===== src/sv/mwm_pkg.sv =====
// Shared constants, codes and command/status types for the maze wall merge engine.
// No dependencies; imported by the top level, mwm_ctrl and mwm_datapath.
package mwm_pkg;

    localparam int MAX_COLS   = 16;
    localparam int MAX_ROWS   = 16;
    localparam int RESET_COLS = 16;
    localparam int RESET_ROWS = 16;
    localparam int MIN_DIM    = 2;

    localparam int COL_W   = $clog2(MAX_COLS);
    localparam int ROW_W   = $clog2(MAX_ROWS);
    localparam int ADDR_W  = COL_W + ROW_W;
    localparam int NCELLS  = MAX_COLS * MAX_ROWS;
    localparam int LBL_W   = ADDR_W;
    localparam int WORD_W  = LBL_W + 2;
    localparam int RIGHT_BIT = LBL_W;
    localparam int DOWN_BIT  = LBL_W + 1;
    localparam int CNT_W   = ADDR_W + 1;
    localparam int DIM_W   = 5;
    localparam int PROD_W  = 2 * DIM_W;

    localparam int OP_W     = 2;
    localparam int STATUS_W = 2;
    localparam int CFG_IDX_W = 2;
    localparam int IN_FIELD_W = 4;
    localparam int IN_DATA_W  = 16;
    localparam int OUT_DATA_W = 16;
    localparam int OUT_USED_W = 3 + CNT_W;

    localparam logic [OP_W-1:0] OP_BREAK = 2'd0;
    localparam logic [OP_W-1:0] OP_READ  = 2'd1;
    localparam logic [OP_W-1:0] OP_CLEAR = 2'd2;

    localparam logic [STATUS_W-1:0] ST_BROKEN = 2'd0;
    localparam logic [STATUS_W-1:0] ST_SAME   = 2'd1;
    localparam logic [STATUS_W-1:0] ST_RANGE  = 2'd2;
    localparam logic [STATUS_W-1:0] ST_DONE   = 2'd3;

    localparam logic [CFG_IDX_W-1:0] CFG_COLS = 2'd0;
    localparam logic [CFG_IDX_W-1:0] CFG_ROWS = 2'd1;

    localparam logic [1:0] RD_SCAN = 2'd0;
    localparam logic [1:0] RD_HERE = 2'd1;
    localparam logic [1:0] RD_FAR  = 2'd2;

    typedef struct packed {
        logic                load;
        logic                clear;
        logic [1:0]          rd_sel;
        logic                take_here;
        logic                commit;
        logic                scan_start;
        logic                relabel;
        logic                out_load;
        logic [STATUS_W-1:0] out_status;
        logic                out_walls;
    } cmd_t;

    typedef struct packed {
        logic [OP_W-1:0] op;
        logic            range_bad;
        logic            same_region;
        logic            scan_done;
        logic            dirty;
        logic            out_free;
    } stat_t;

endpackage


===== src/sv/maze_wall_merge_engine.sv =====
// Top level of the maze wall merge engine: stream ports, config port, ctrl + datapath.
// Depends on mwm_pkg, mwm_ctrl and mwm_datapath.
//
// Usage: each word on the s_ channel is one request (tuser = op): break a wall
// between a cell and its right or lower neighbour, read a cell's two wall bits,
// or clear the maze. Every request returns exactly one word on the m_ channel
// (tuser = status) with the finished flag, wall bits and regions left.
// The cfg channel sets active columns (index 0) and rows (index 1); it is
// always ready. The user must write it only while no request is in flight,
// followed by a clear; the block does not enforce this.
// Sequence: a clear or rejected request goes from decode to the output register;
// a read first reads its cell; a break reads both cells, and a successful break runs
// the relabel scan, which reads one cell label per cycle through the single label
// memory read port. After a config write, the next request that is neither a clear
// nor a merge runs that scan once too to refresh finished.
// One request is in flight at a time; s_tready is high only when idle.
// Reset: all labels become their own cell index, all walls close, 16x16
// active, regions_left 256; no memory clearing pass is needed.
// A stalled receiver holds the result in the output register; the next
// request is accepted meanwhile and waits for the register to drain.
module maze_wall_merge_engine (
    input  logic        clk,
    input  logic        rst_n,
    input  logic        s_tvalid,
    output logic        s_tready,
    input  logic [15:0] s_tdata,   // [3:0] cell_col, [7:4] cell_row, [8] wall_down,
                                   // [9] keep_far_label, [15:10] zero
    input  logic [1:0]  s_tuser,   // [1:0] op
    output logic        m_tvalid,
    input  logic        m_tready,
    output logic [15:0] m_tdata,   // [0] finished, [1] right_open, [2] down_open,
                                   // [11:3] regions_left, [15:12] zero
    output logic [1:0]  m_tuser,   // [1:0] status
    input  logic        cfg_valid,
    output logic        cfg_ready,
    input  logic [1:0]  cfg_index,
    input  logic [4:0]  cfg_data
);
    import mwm_pkg::*;

    cmd_t                cmd;
    stat_t               stat;
    logic [STATUS_W-1:0] out_status;
    logic                out_finished, out_right, out_down;
    logic [CNT_W-1:0]    out_regions;

    assign cfg_ready = 1'b1;

    mwm_ctrl u_ctrl (
        .clk      (clk),
        .rst_n    (rst_n),
        .in_valid (s_tvalid),
        .in_ready (s_tready),
        .stat     (stat),
        .cmd      (cmd)
    );

    mwm_datapath u_dp (
        .clk          (clk),
        .rst_n        (rst_n),
        .cfg_we       (cfg_valid && cfg_ready),
        .cfg_idx      (cfg_index),
        .cfg_val      (cfg_data),
        .in_op        (s_tuser),
        .in_col       (s_tdata[COL_W-1:0]),
        .in_row       (s_tdata[IN_FIELD_W+ROW_W-1:IN_FIELD_W]),
        .in_down      (s_tdata[2*IN_FIELD_W]),
        .in_keep_far  (s_tdata[2*IN_FIELD_W+1]),
        .cmd          (cmd),
        .stat         (stat),
        .out_valid    (m_tvalid),
        .out_ready    (m_tready),
        .out_status   (out_status),
        .out_finished (out_finished),
        .out_right    (out_right),
        .out_down     (out_down),
        .out_regions  (out_regions)
    );

    assign m_tuser = out_status;
    assign m_tdata = {{(OUT_DATA_W-OUT_USED_W){1'b0}}, out_regions, out_down, out_right,
                      out_finished};

endmodule


===== src/sv/mwm_datapath.sv =====
// Datapath: configuration registers, cell label/wall memory with valid bits,
// relabel scan, region counter and output register. Depends on mwm_pkg.
module mwm_datapath (
    input  logic                           clk,
    input  logic                           rst_n,
    input  logic                           cfg_we,
    input  logic [mwm_pkg::CFG_IDX_W-1:0]  cfg_idx,
    input  logic [mwm_pkg::DIM_W-1:0]      cfg_val,
    input  logic [mwm_pkg::OP_W-1:0]       in_op,
    input  logic [mwm_pkg::COL_W-1:0]      in_col,
    input  logic [mwm_pkg::ROW_W-1:0]      in_row,
    input  logic                           in_down,
    input  logic                           in_keep_far,
    input  mwm_pkg::cmd_t                  cmd,
    output mwm_pkg::stat_t                 stat,
    output logic                           out_valid,
    input  logic                           out_ready,
    output logic [mwm_pkg::STATUS_W-1:0]   out_status,
    output logic                           out_finished,
    output logic                           out_right,
    output logic                           out_down,
    output logic [mwm_pkg::CNT_W-1:0]      out_regions
);
    import mwm_pkg::*;

    logic [DIM_W-1:0]    cols_reg, rows_reg;
    logic [DIM_W-1:0]    nc, nr;
    logic                dirty_reg;

    logic [OP_W-1:0]     op_reg;
    logic [COL_W-1:0]    col_reg;
    logic [ROW_W-1:0]    row_reg;
    logic                down_reg;
    logic                keep_far_reg;

    logic [WORD_W-1:0]   mem [NCELLS];
    logic [NCELLS-1:0]   valid_reg;
    logic [WORD_W-1:0]   rd_word_reg;
    logic                rd_valid_reg;
    logic [ADDR_W-1:0]   rd_addr_reg;
    logic [ADDR_W-1:0]   raddr, waddr, here_addr, far_addr;
    logic [WORD_W-1:0]   wdata, eff_word;
    logic [LBL_W-1:0]    eff_label;
    logic                mem_we;

    logic [WORD_W-1:0]   here_word_reg;
    logic [LBL_W-1:0]    lose_reg, keep_lbl_reg;
    logic                relabel_reg;
    logic [CNT_W-1:0]    count_reg;
    logic                finished_reg;
    logic [PROD_W-1:0]   cell_prod;

    logic [COL_W-1:0]    scan_col_reg;
    logic [ROW_W-1:0]    scan_row_reg;
    logic                scan_issue_reg, scan_pipe_reg;
    logic                first_reg, same_reg;
    logic [LBL_W-1:0]    first_lbl_reg;
    logic                scan_hit, scan_done, same_now;
    logic [LBL_W-1:0]    new_label;
    logic                col_last, row_last;

    logic [DIM_W-1:0]    col_x, row_x, col_x1, row_x1;
    logic                outside, edge_bad, range_bad, same_region;
    logic [COL_W-1:0]    col_p1;
    logic [ROW_W-1:0]    row_p1;

    logic                out_valid_reg;
    logic [STATUS_W-1:0] out_status_reg;
    logic                out_finished_reg, out_right_reg, out_down_reg;
    logic [CNT_W-1:0]    out_regions_reg;

    always_comb
    begin
        if (cols_reg < DIM_W'(MIN_DIM))
            nc = DIM_W'(MIN_DIM);
        else if (cols_reg > DIM_W'(MAX_COLS))
            nc = DIM_W'(MAX_COLS);
        else
            nc = cols_reg;
        if (rows_reg < DIM_W'(MIN_DIM))
            nr = DIM_W'(MIN_DIM);
        else if (rows_reg > DIM_W'(MAX_ROWS))
            nr = DIM_W'(MAX_ROWS);
        else
            nr = rows_reg;
    end

    always_ff @(posedge clk or negedge rst_n)
    begin
        if (!rst_n)
        begin
            cols_reg <= DIM_W'(RESET_COLS);
            rows_reg <= DIM_W'(RESET_ROWS);
        end
        else if (cfg_we)
        begin
            unique case (cfg_idx)
                CFG_COLS: cols_reg <= cfg_val;
                CFG_ROWS: rows_reg <= cfg_val;
                default:  ;
            endcase
        end
    end

    always_ff @(posedge clk)
    begin
        if (cmd.load)
        begin
            op_reg       <= in_op;
            col_reg      <= in_col;
            row_reg      <= in_row;
            down_reg     <= in_down;
            keep_far_reg <= in_keep_far;
        end
    end

    assign col_x  = DIM_W'(col_reg);
    assign row_x  = DIM_W'(row_reg);
    assign col_x1 = col_x + DIM_W'(1);
    assign row_x1 = row_x + DIM_W'(1);
    assign outside  = (col_x >= nc) || (row_x >= nr);
    assign edge_bad = down_reg ? (row_x1 >= nr) : (col_x1 >= nc);
    assign range_bad = (op_reg == OP_READ) ? outside : (outside || edge_bad);

    assign col_p1    = col_reg + COL_W'(1);
    assign row_p1    = row_reg + ROW_W'(1);
    assign here_addr = {row_reg, col_reg};
    assign far_addr  = down_reg ? {row_p1, col_reg} : {row_reg, col_p1};

    always_comb
    begin
        unique case (cmd.rd_sel)
            RD_HERE: raddr = here_addr;
            RD_FAR:  raddr = far_addr;
            default: raddr = {scan_row_reg, scan_col_reg};
        endcase
    end

    assign eff_word  = rd_valid_reg ? rd_word_reg : {2'b00, rd_addr_reg};
    assign eff_label = eff_word[LBL_W-1:0];

    assign same_region = (down_reg ? here_word_reg[DOWN_BIT] : here_word_reg[RIGHT_BIT])
                         || (here_word_reg[LBL_W-1:0] == eff_label);

    assign scan_hit  = scan_pipe_reg && relabel_reg && (eff_label == lose_reg);
    assign new_label = scan_hit ? keep_lbl_reg : eff_label;
    assign same_now  = first_reg || (same_reg && (new_label == first_lbl_reg));
    assign scan_done = scan_pipe_reg && !scan_issue_reg;

    always_comb
    begin
        mem_we = cmd.commit || scan_hit;
        if (cmd.commit)
        begin
            waddr = here_addr;
            wdata = here_word_reg;
            if (down_reg)
                wdata[DOWN_BIT] = 1'b1;
            else
                wdata[RIGHT_BIT] = 1'b1;
        end
        else
        begin
            waddr = rd_addr_reg;
            wdata = {eff_word[WORD_W-1:LBL_W], keep_lbl_reg};
        end
    end

    always_ff @(posedge clk)
    begin
        if (mem_we)
            mem[waddr] <= wdata;
        rd_word_reg <= mem[raddr];
        rd_addr_reg <= raddr;
    end

    always_ff @(posedge clk or negedge rst_n)
    begin
        if (!rst_n)
        begin
            valid_reg    <= '0;
            rd_valid_reg <= 1'b0;
        end
        else
        begin
            rd_valid_reg <= valid_reg[raddr];
            if (cmd.clear)
                valid_reg <= '0;
            else if (mem_we)
                valid_reg[waddr] <= 1'b1;
        end
    end

    always_ff @(posedge clk)
    begin
        if (cmd.take_here)
            here_word_reg <= eff_word;
        if (cmd.commit)
        begin
            keep_lbl_reg <= keep_far_reg ? eff_label : here_word_reg[LBL_W-1:0];
            lose_reg     <= keep_far_reg ? here_word_reg[LBL_W-1:0] : eff_label;
        end
    end

    assign col_last  = DIM_W'(scan_col_reg) == (nc - DIM_W'(1));
    assign row_last  = DIM_W'(scan_row_reg) == (nr - DIM_W'(1));
    assign cell_prod = PROD_W'(nc) * PROD_W'(nr);

    always_ff @(posedge clk or negedge rst_n)
    begin
        if (!rst_n)
        begin
            scan_col_reg   <= '0;
            scan_row_reg   <= '0;
            scan_issue_reg <= 1'b0;
            scan_pipe_reg  <= 1'b0;
            relabel_reg    <= 1'b0;
            first_reg      <= 1'b0;
            same_reg       <= 1'b0;
            first_lbl_reg  <= '0;
            count_reg      <= CNT_W'(NCELLS);
            finished_reg   <= 1'b0;
            dirty_reg      <= 1'b0;
        end
        else
        begin
            scan_pipe_reg <= scan_issue_reg;
            if (cmd.scan_start)
            begin
                scan_col_reg   <= '0;
                scan_row_reg   <= '0;
                scan_issue_reg <= 1'b1;
                relabel_reg    <= cmd.relabel;
                first_reg      <= 1'b1;
            end
            else if (scan_issue_reg)
            begin
                if (col_last)
                begin
                    scan_col_reg <= '0;
                    if (row_last)
                        scan_issue_reg <= 1'b0;
                    else
                        scan_row_reg <= scan_row_reg + ROW_W'(1);
                end
                else
                    scan_col_reg <= scan_col_reg + COL_W'(1);
            end
            if (scan_pipe_reg)
            begin
                first_reg <= 1'b0;
                same_reg  <= same_now;
                if (first_reg)
                    first_lbl_reg <= new_label;
            end
            if (scan_done)
            begin
                finished_reg <= same_now;
                dirty_reg    <= 1'b0;
            end
            if (cmd.commit && (count_reg > CNT_W'(1)))
                count_reg <= count_reg - CNT_W'(1);
            if (cmd.clear)
            begin
                count_reg    <= cell_prod[CNT_W-1:0];
                finished_reg <= 1'b0;
                dirty_reg    <= 1'b0;
            end
            if (cfg_we)
                dirty_reg <= 1'b1;
        end
    end

    always_ff @(posedge clk or negedge rst_n)
    begin
        if (!rst_n)
            out_valid_reg <= 1'b0;
        else if (cmd.out_load)
            out_valid_reg <= 1'b1;
        else if (out_ready)
            out_valid_reg <= 1'b0;
    end

    always_ff @(posedge clk)
    begin
        if (cmd.out_load)
        begin
            out_status_reg   <= cmd.out_status;
            out_finished_reg <= finished_reg;
            out_right_reg    <= cmd.out_walls && here_word_reg[RIGHT_BIT];
            out_down_reg     <= cmd.out_walls && here_word_reg[DOWN_BIT];
            out_regions_reg  <= count_reg;
        end
    end

    assign stat.op          = op_reg;
    assign stat.range_bad   = range_bad;
    assign stat.same_region = same_region;
    assign stat.scan_done   = scan_done;
    assign stat.dirty       = dirty_reg;
    assign stat.out_free    = !out_valid_reg || out_ready;

    assign out_valid    = out_valid_reg;
    assign out_status   = out_status_reg;
    assign out_finished = out_finished_reg;
    assign out_right    = out_right_reg;
    assign out_down     = out_down_reg;
    assign out_regions  = out_regions_reg;

endmodule


===== src/sv/mwm_ctrl.sv =====
// Controller state machine: sequences decode, cell reads, wall commit, scan and output.
// Depends on mwm_pkg; drives mwm_datapath through cmd_t and watches stat_t.
module mwm_ctrl (
    input  logic           clk,
    input  logic           rst_n,
    input  logic           in_valid,
    output logic           in_ready,
    input  mwm_pkg::stat_t stat,
    output mwm_pkg::cmd_t  cmd
);
    import mwm_pkg::*;

    localparam logic [2:0] S_IDLE = 3'd0;
    localparam logic [2:0] S_DISP = 3'd1;
    localparam logic [2:0] S_HERE = 3'd2;
    localparam logic [2:0] S_FAR  = 3'd3;
    localparam logic [2:0] S_SCAN = 3'd4;
    localparam logic [2:0] S_OUT  = 3'd5;

    logic [2:0]          state_reg, state_next;
    logic [STATUS_W-1:0] pend_status_reg, pend_status_next;
    logic                pend_walls_reg, pend_walls_next;

    assign in_ready = (state_reg == S_IDLE);

    always_comb
    begin
        state_next       = state_reg;
        pend_status_next = pend_status_reg;
        pend_walls_next  = pend_walls_reg;
        cmd              = '0;
        cmd.rd_sel       = RD_SCAN;
        cmd.out_status   = pend_status_reg;
        cmd.out_walls    = pend_walls_reg;
        unique case (state_reg)
            S_IDLE:
            begin
                if (in_valid)
                begin
                    cmd.load   = 1'b1;
                    state_next = S_DISP;
                end
            end
            S_DISP:
            begin
                pend_walls_next = 1'b0;
                unique case (stat.op)
                    OP_CLEAR:
                    begin
                        cmd.clear        = 1'b1;
                        pend_status_next = ST_DONE;
                        state_next       = S_OUT;
                    end
                    OP_BREAK, OP_READ:
                    begin
                        if (stat.range_bad)
                        begin
                            pend_status_next = ST_RANGE;
                            if (stat.dirty)
                            begin
                                cmd.scan_start = 1'b1;
                                state_next     = S_SCAN;
                            end
                            else
                                state_next = S_OUT;
                        end
                        else
                        begin
                            cmd.rd_sel = RD_HERE;
                            state_next = S_HERE;
                        end
                    end
                    default:
                    begin
                        pend_status_next = ST_RANGE;
                        if (stat.dirty)
                        begin
                            cmd.scan_start = 1'b1;
                            state_next     = S_SCAN;
                        end
                        else
                            state_next = S_OUT;
                    end
                endcase
            end
            S_HERE:
            begin
                cmd.take_here = 1'b1;
                if (stat.op == OP_READ)
                begin
                    pend_walls_next  = 1'b1;
                    pend_status_next = ST_DONE;
                    if (stat.dirty)
                    begin
                        cmd.scan_start = 1'b1;
                        state_next     = S_SCAN;
                    end
                    else
                        state_next = S_OUT;
                end
                else
                begin
                    cmd.rd_sel = RD_FAR;
                    state_next = S_FAR;
                end
            end
            S_FAR:
            begin
                if (stat.same_region)
                begin
                    pend_status_next = ST_SAME;
                    if (stat.dirty)
                    begin
                        cmd.scan_start = 1'b1;
                        state_next     = S_SCAN;
                    end
                    else
                        state_next = S_OUT;
                end
                else
                begin
                    cmd.commit       = 1'b1;
                    cmd.scan_start   = 1'b1;
                    cmd.relabel      = 1'b1;
                    pend_status_next = ST_BROKEN;
                    state_next       = S_SCAN;
                end
            end
            S_SCAN:
            begin
                if (stat.scan_done)
                    state_next = S_OUT;
            end
            S_OUT:
            begin
                if (stat.out_free)
                begin
                    cmd.out_load = 1'b1;
                    state_next   = S_IDLE;
                end
            end
            default:
            begin
                state_next = S_IDLE;
            end
        endcase
    end

    always_ff @(posedge clk or negedge rst_n)
    begin
        if (!rst_n)
        begin
            state_reg       <= S_IDLE;
            pend_status_reg <= ST_DONE;
            pend_walls_reg  <= 1'b0;
        end
        else
        begin
            state_reg       <= state_next;
            pend_status_reg <= pend_status_next;
            pend_walls_reg  <= pend_walls_next;
        end
    end

endmodule


===== config.mk =====
export PLATFORM = sky130hd
export DESIGN_NAME = maze_wall_merge_engine
export DESIGN_NICKNAME = d
export VERILOG_FILES = /design/src/sv/mwm_pkg.sv /design/src/sv/maze_wall_merge_engine.sv /design/src/sv/mwm_datapath.sv /design/src/sv/mwm_ctrl.sv
export SDC_FILE = /design/constraint.sdc
export NUM_CORES = 2
export LEC_CHECK = 0
export ABC_AREA = 0
export ABC_CLOCK_PERIOD_IN_PS = 26200
export BUFFER_PORTS_ARGS = -buffer_cell sky130_fd_sc_hd__buf_4
export CORE_ASPECT_RATIO = 0.9
export CORE_UTILIZATION = 37
export DETAILED_ROUTE_END_ITERATION = 16
export GPL_TIMING_DRIVEN = 1
export PLACE_DENSITY_LB_ADDON = 0.12
export SYNTH_ARGS = -nofsm -noshare
export SYNTH_HDL_FRONTEND = slang
export SYNTH_SLANG_ARGS = --single-unit

===== constraint.sdc =====
create_clock -name clk -period 26.2 [get_ports clk]
set_input_delay 5.24 -clock clk [delete_from_list [all_inputs] [get_ports clk]]
set_output_delay 5.24 -clock clk [all_outputs]
set_load 0.01 [all_outputs]

==> impl_results.md <==
- Outcome: complete, no violations
- Worst Setup Start Kind: flip-flop
- Max-capacitance violation count: 0
- Top Metal Used: met4
- Port Buffer Count: 39
- Root Buffer: clkbuf_16
- Tot Pwr: 14.1 mW
- Cell Rows: 197
- Post-Synth XOR/XNOR Area: 0.339%
- Clk_skew: 0.0405 ns
- Layout cell share with drive strength beyond 1: 9.65%
- EDFF count, synth: 2612
- Critical Path AT: 11.21 ns
- Clock Power Share: 30.6%
- CP peak stage delay: 1.14 ns
- Combinational share of power: 31.6%
- Hold Fails Final Rpt: 0
- Cell mode on critical path: buf_4
- Crit path kind: reg -> reg
- Die width: 600 um
- Final Cycle Share: 39.8%
- Top-area cell type share of the netlist area: 65.9%
- Placed Cells: 12700
- Htree depth: 5
- CP max-delay cell: nor4_1
- Final setup viols: 0
- Reg power frac: 37.8%
- Critical path capture point type: flip-flop
- Worst VDD drop: 0.101 mV
- Crit path time final: 10.44 ns
- Reg-to-Reg Start: u_dp.cols_reg[4]$_DFFE_PN1P_
- Worst-Skew Late Latency: 0.88 ns
- CTS tree: done
- Initial DRC Count: 7808
- Mean Syn Cell Area: 13.5 sq um
- P per Cell Area: 105 nW/um^2
- Final HPWL DP: 207000 um
- Routed length on met2: 170000 um
- Setup_tns: 0 ns
- Grt ovf: 0
- Vias: 75000
- Compound-Gate Fraction of Synth Area: 8.73%
- Fin util: 41.9%
- Slew @ Worst Pin: 1.43 ns
- Vias per cell: 5.64
- Worst hold margin: 0.486 ns
- Filler Cells Inserted: 29500
- Cell Area, Synth: 119000 sq um
- FF/Latch Area: 86500 sq um
- Initial Util: 37.2%
- Hold WC Path Type: reg -> reg
- Die height: 540 um
- Min-Delay Endpoint: u_dp.relabel_reg$_DFFE_PN0P_
- Maximum fanout along the worst path: 110
- Area delta synth->final: 12.6%
- Post-CTS Setup Inserts: 0
- Net switching power figure: 5.16 mW
- CP Cell Sequence: or3b_1 -> inv_1 -> ha_1 -> nand2b_1 -> o31ai_1 -> a21boi_0 -> o31ai_1 -> o2111ai_1 -> nand2b_1 -> inv_1 -> ha_1 -> or4bb_1 -> o211a_4 -> inv_8 -> buf_4 -> buf_12 -> buf_4 -> buf_4 -> mux2i_1 -> a32oi_1 -> a31oi_1 -> nor4_1 -> o22ai_1 -> nor4_1
- Final Max Slew Viols: 0
- Switching fraction of total power: 36.5%
- RSZ-0062 raised after global routing: false
- Global Route Usage Sum: 22.4%
- Final Instance Count excl. Fillers: 13300
- Seq cells post-synth: 2936
- Post-placement cell area: 124000 sq um
- Core Area: 320000 sq um
- Wl on met1: 168000 um
- Asr flop ratio synth: 10.4%
- Top-count cell post-synth: edfxtp_1
- Distinct cells, synth: 83
- Met3 Wirelength: 23700 um
- Clk buf depth: 4
- Mux cell area share after synthesis: 3.28%
- Avg WL per Cell: 28.0 um
- Largest cells by area after synthesis: edfxtp_1 (66%), dfrtp_1 (6.3%), nand2_1 (5.0%)
- Final net count: 8839
- Main combinational cell family by area after synthesis: simple AND/OR/NAND/NOR gates
- Rel. slew slack: 3.52%
- Num CTS Buffers: 314
- Post-DRT Antenna Nets: 0
- Simple-gate area share of the yosys netlist: 12.0%
- Largest net degree at the start of global routing: 182
- First-pass detailed-route iteration total: 5
- Worst r2r path cells: 24
- Sequential fraction of the synthesis area: 72.7%
- FMAX: 0.0958 GHz
- Placement Setup Slack: 15.93 ns
- Initial antenna violation count: 10
- Post-route cell area: 134000 sq um
- Synth top cells by count: edfxtp_1 (2612), nand2_1 (1575), nor2_1 (967)
- First-pass GRT wire length: 531000 um
- Adder-cell share of the synthesized area: 0.597%
- Routed WL: 372000 um
- Post-cts sizing count: 0
- Synth Instances: 8830
- Post-synth top flop: edfxtp_1
- Vias in the first global route: 71500
- GP Congestion: 0.829
- Worst-path clk slew: 0.06 ns
- CTS hold repair buffers: 0
- Clock sink count: 2936
- Worst hold start: u_dp.relabel_reg$_DFFE_PN0P_
- Yosys top cell by area: edfxtp_1
- Flip-flop count of the largest register after layout: 2560
- Yosys warns: 0
- Multi-input gate area: 30000 sq um
- Worst setup margin: 15.76 ns
- Full die area: 324000 sq um
- R2r setup slk: 15.76 ns
- Reg-to-Reg End: u_dp.rd_word_reg[8]$_DFF_P_
- Internal power: 8.96 mW
- DRC: 0
- Worst Path Required: 26.97 ns
- IO Count: 51
- Hold path cells: 1
- Leakage: 44.8 nW
## critical path: cells and delay by family (launching register included)
family	cells	cell delay [ns]
and+or+nand+nor	6	2.92
muxes	1	0.16
adders and majority gates	2	0.71
buffers and inverters	7	3.38
AOI/OAI and AO/OA	8	1.89
DFF	1	0.76
## cell type report
| cell class | instances | area share (%) |
|---|---|---|
| diodes | 3 | 0.00560 |
| clock buffers | 438 | 6.55 |
| clock inverters | 129 | 0.783 |
| inverters | 57 | 0.165 |
| multi-input cells | 5189 | 22.4 |
| flip-flops and latches | 2936 | 64.5 |
| well taps | 4278 | 3.99 |
| repair buffers | 259 | 1.60 |
## kinds of logic after synthesis
| group | after synthesis |
|---|---|
| compound gates | 1454 |
| simple gates | 3266 |
| xor+xnor | 46 |
| other cells | 2 |
| flops | 2936 |
| fa+ha+maj | 52 |
| mux | 366 |
| buf+inv | 708 |
## placed cells by master, fill, tap and decap left out, types with 29 or more instances in the layout
cell / n
a21oi_1: 34
a31oi_1: 308
a32oi_1: 309
a41oi_1: 44
buf_4: 243
clkbuf_1: 86
clkbuf_16: 321
clkbuf_8: 31
clkinv_1: 52
clkinv_2: 46
dfrtp_1: 301
edfxtp_1: 2612
ha_1: 44
inv_1: 53
mux2i_1: 315
nand2_1: 1565
nand2b_1: 29
nand3_1: 102
nand4_1: 347
nor2_1: 967
nor2_4: 40
nor4_1: 98
o21a_1: 260
o21ai_0: 35
o22ai_1: 390
xnor2_1: 29
## worst max-delay path by stage
stage / to / cells past startpoint / slack [ns] / start
6_report: u_dp.rd_word_reg[8]$_DFF_P_ / 24 / 15.76 / u_dp.cols_reg[4]$_DFFE_PN1P_
5_1_grt: u_dp.rd_word_reg[8]$_DFF_P_ / 24 / 15.38 / u_dp.rows_reg[4]$_DFFE_PN1P_
3_3_place_gp: u_dp.rd_word_reg[8]$_DFF_P_ / 24 / 16.11 / u_dp.rows_reg[4]$_DFFE_PN1P_
2_1_floorplan: u_dp.mem[0][9]$_DFFE_PP_ / 7 / 12.42 / u_dp.rd_valid_reg$_DFF_PN0_
3_5_place_dp: u_dp.rd_word_reg[8]$_DFF_P_ / 24 / 15.93 / u_dp.rows_reg[4]$_DFFE_PN1P_
4_1_cts: u_dp.rd_word_reg[8]$_DFF_P_ / 24 / 15.89 / u_dp.rows_reg[4]$_DFFE_PN1P_
## metal layers
layer  GRT usage [%]  up-vias
met5               0        -
met4            6.37        0
met3            3.06      532
met2            34.9     2524
met1            32.8    38700
li1                -    33200
## power by group through the flow
stage	sequential (mW)	clock, mW	combinational [mW]
final	5.34	4.32	4.47
after detailed placement	5.44	0	4.46
after global routing	5.34	4.57	4.76
after global placement	5.43	0	4.43
after floorplan	5.48	0	2.65
after CTS	5.34	4.40	4.47
Power figures use the tool's default switching activity.
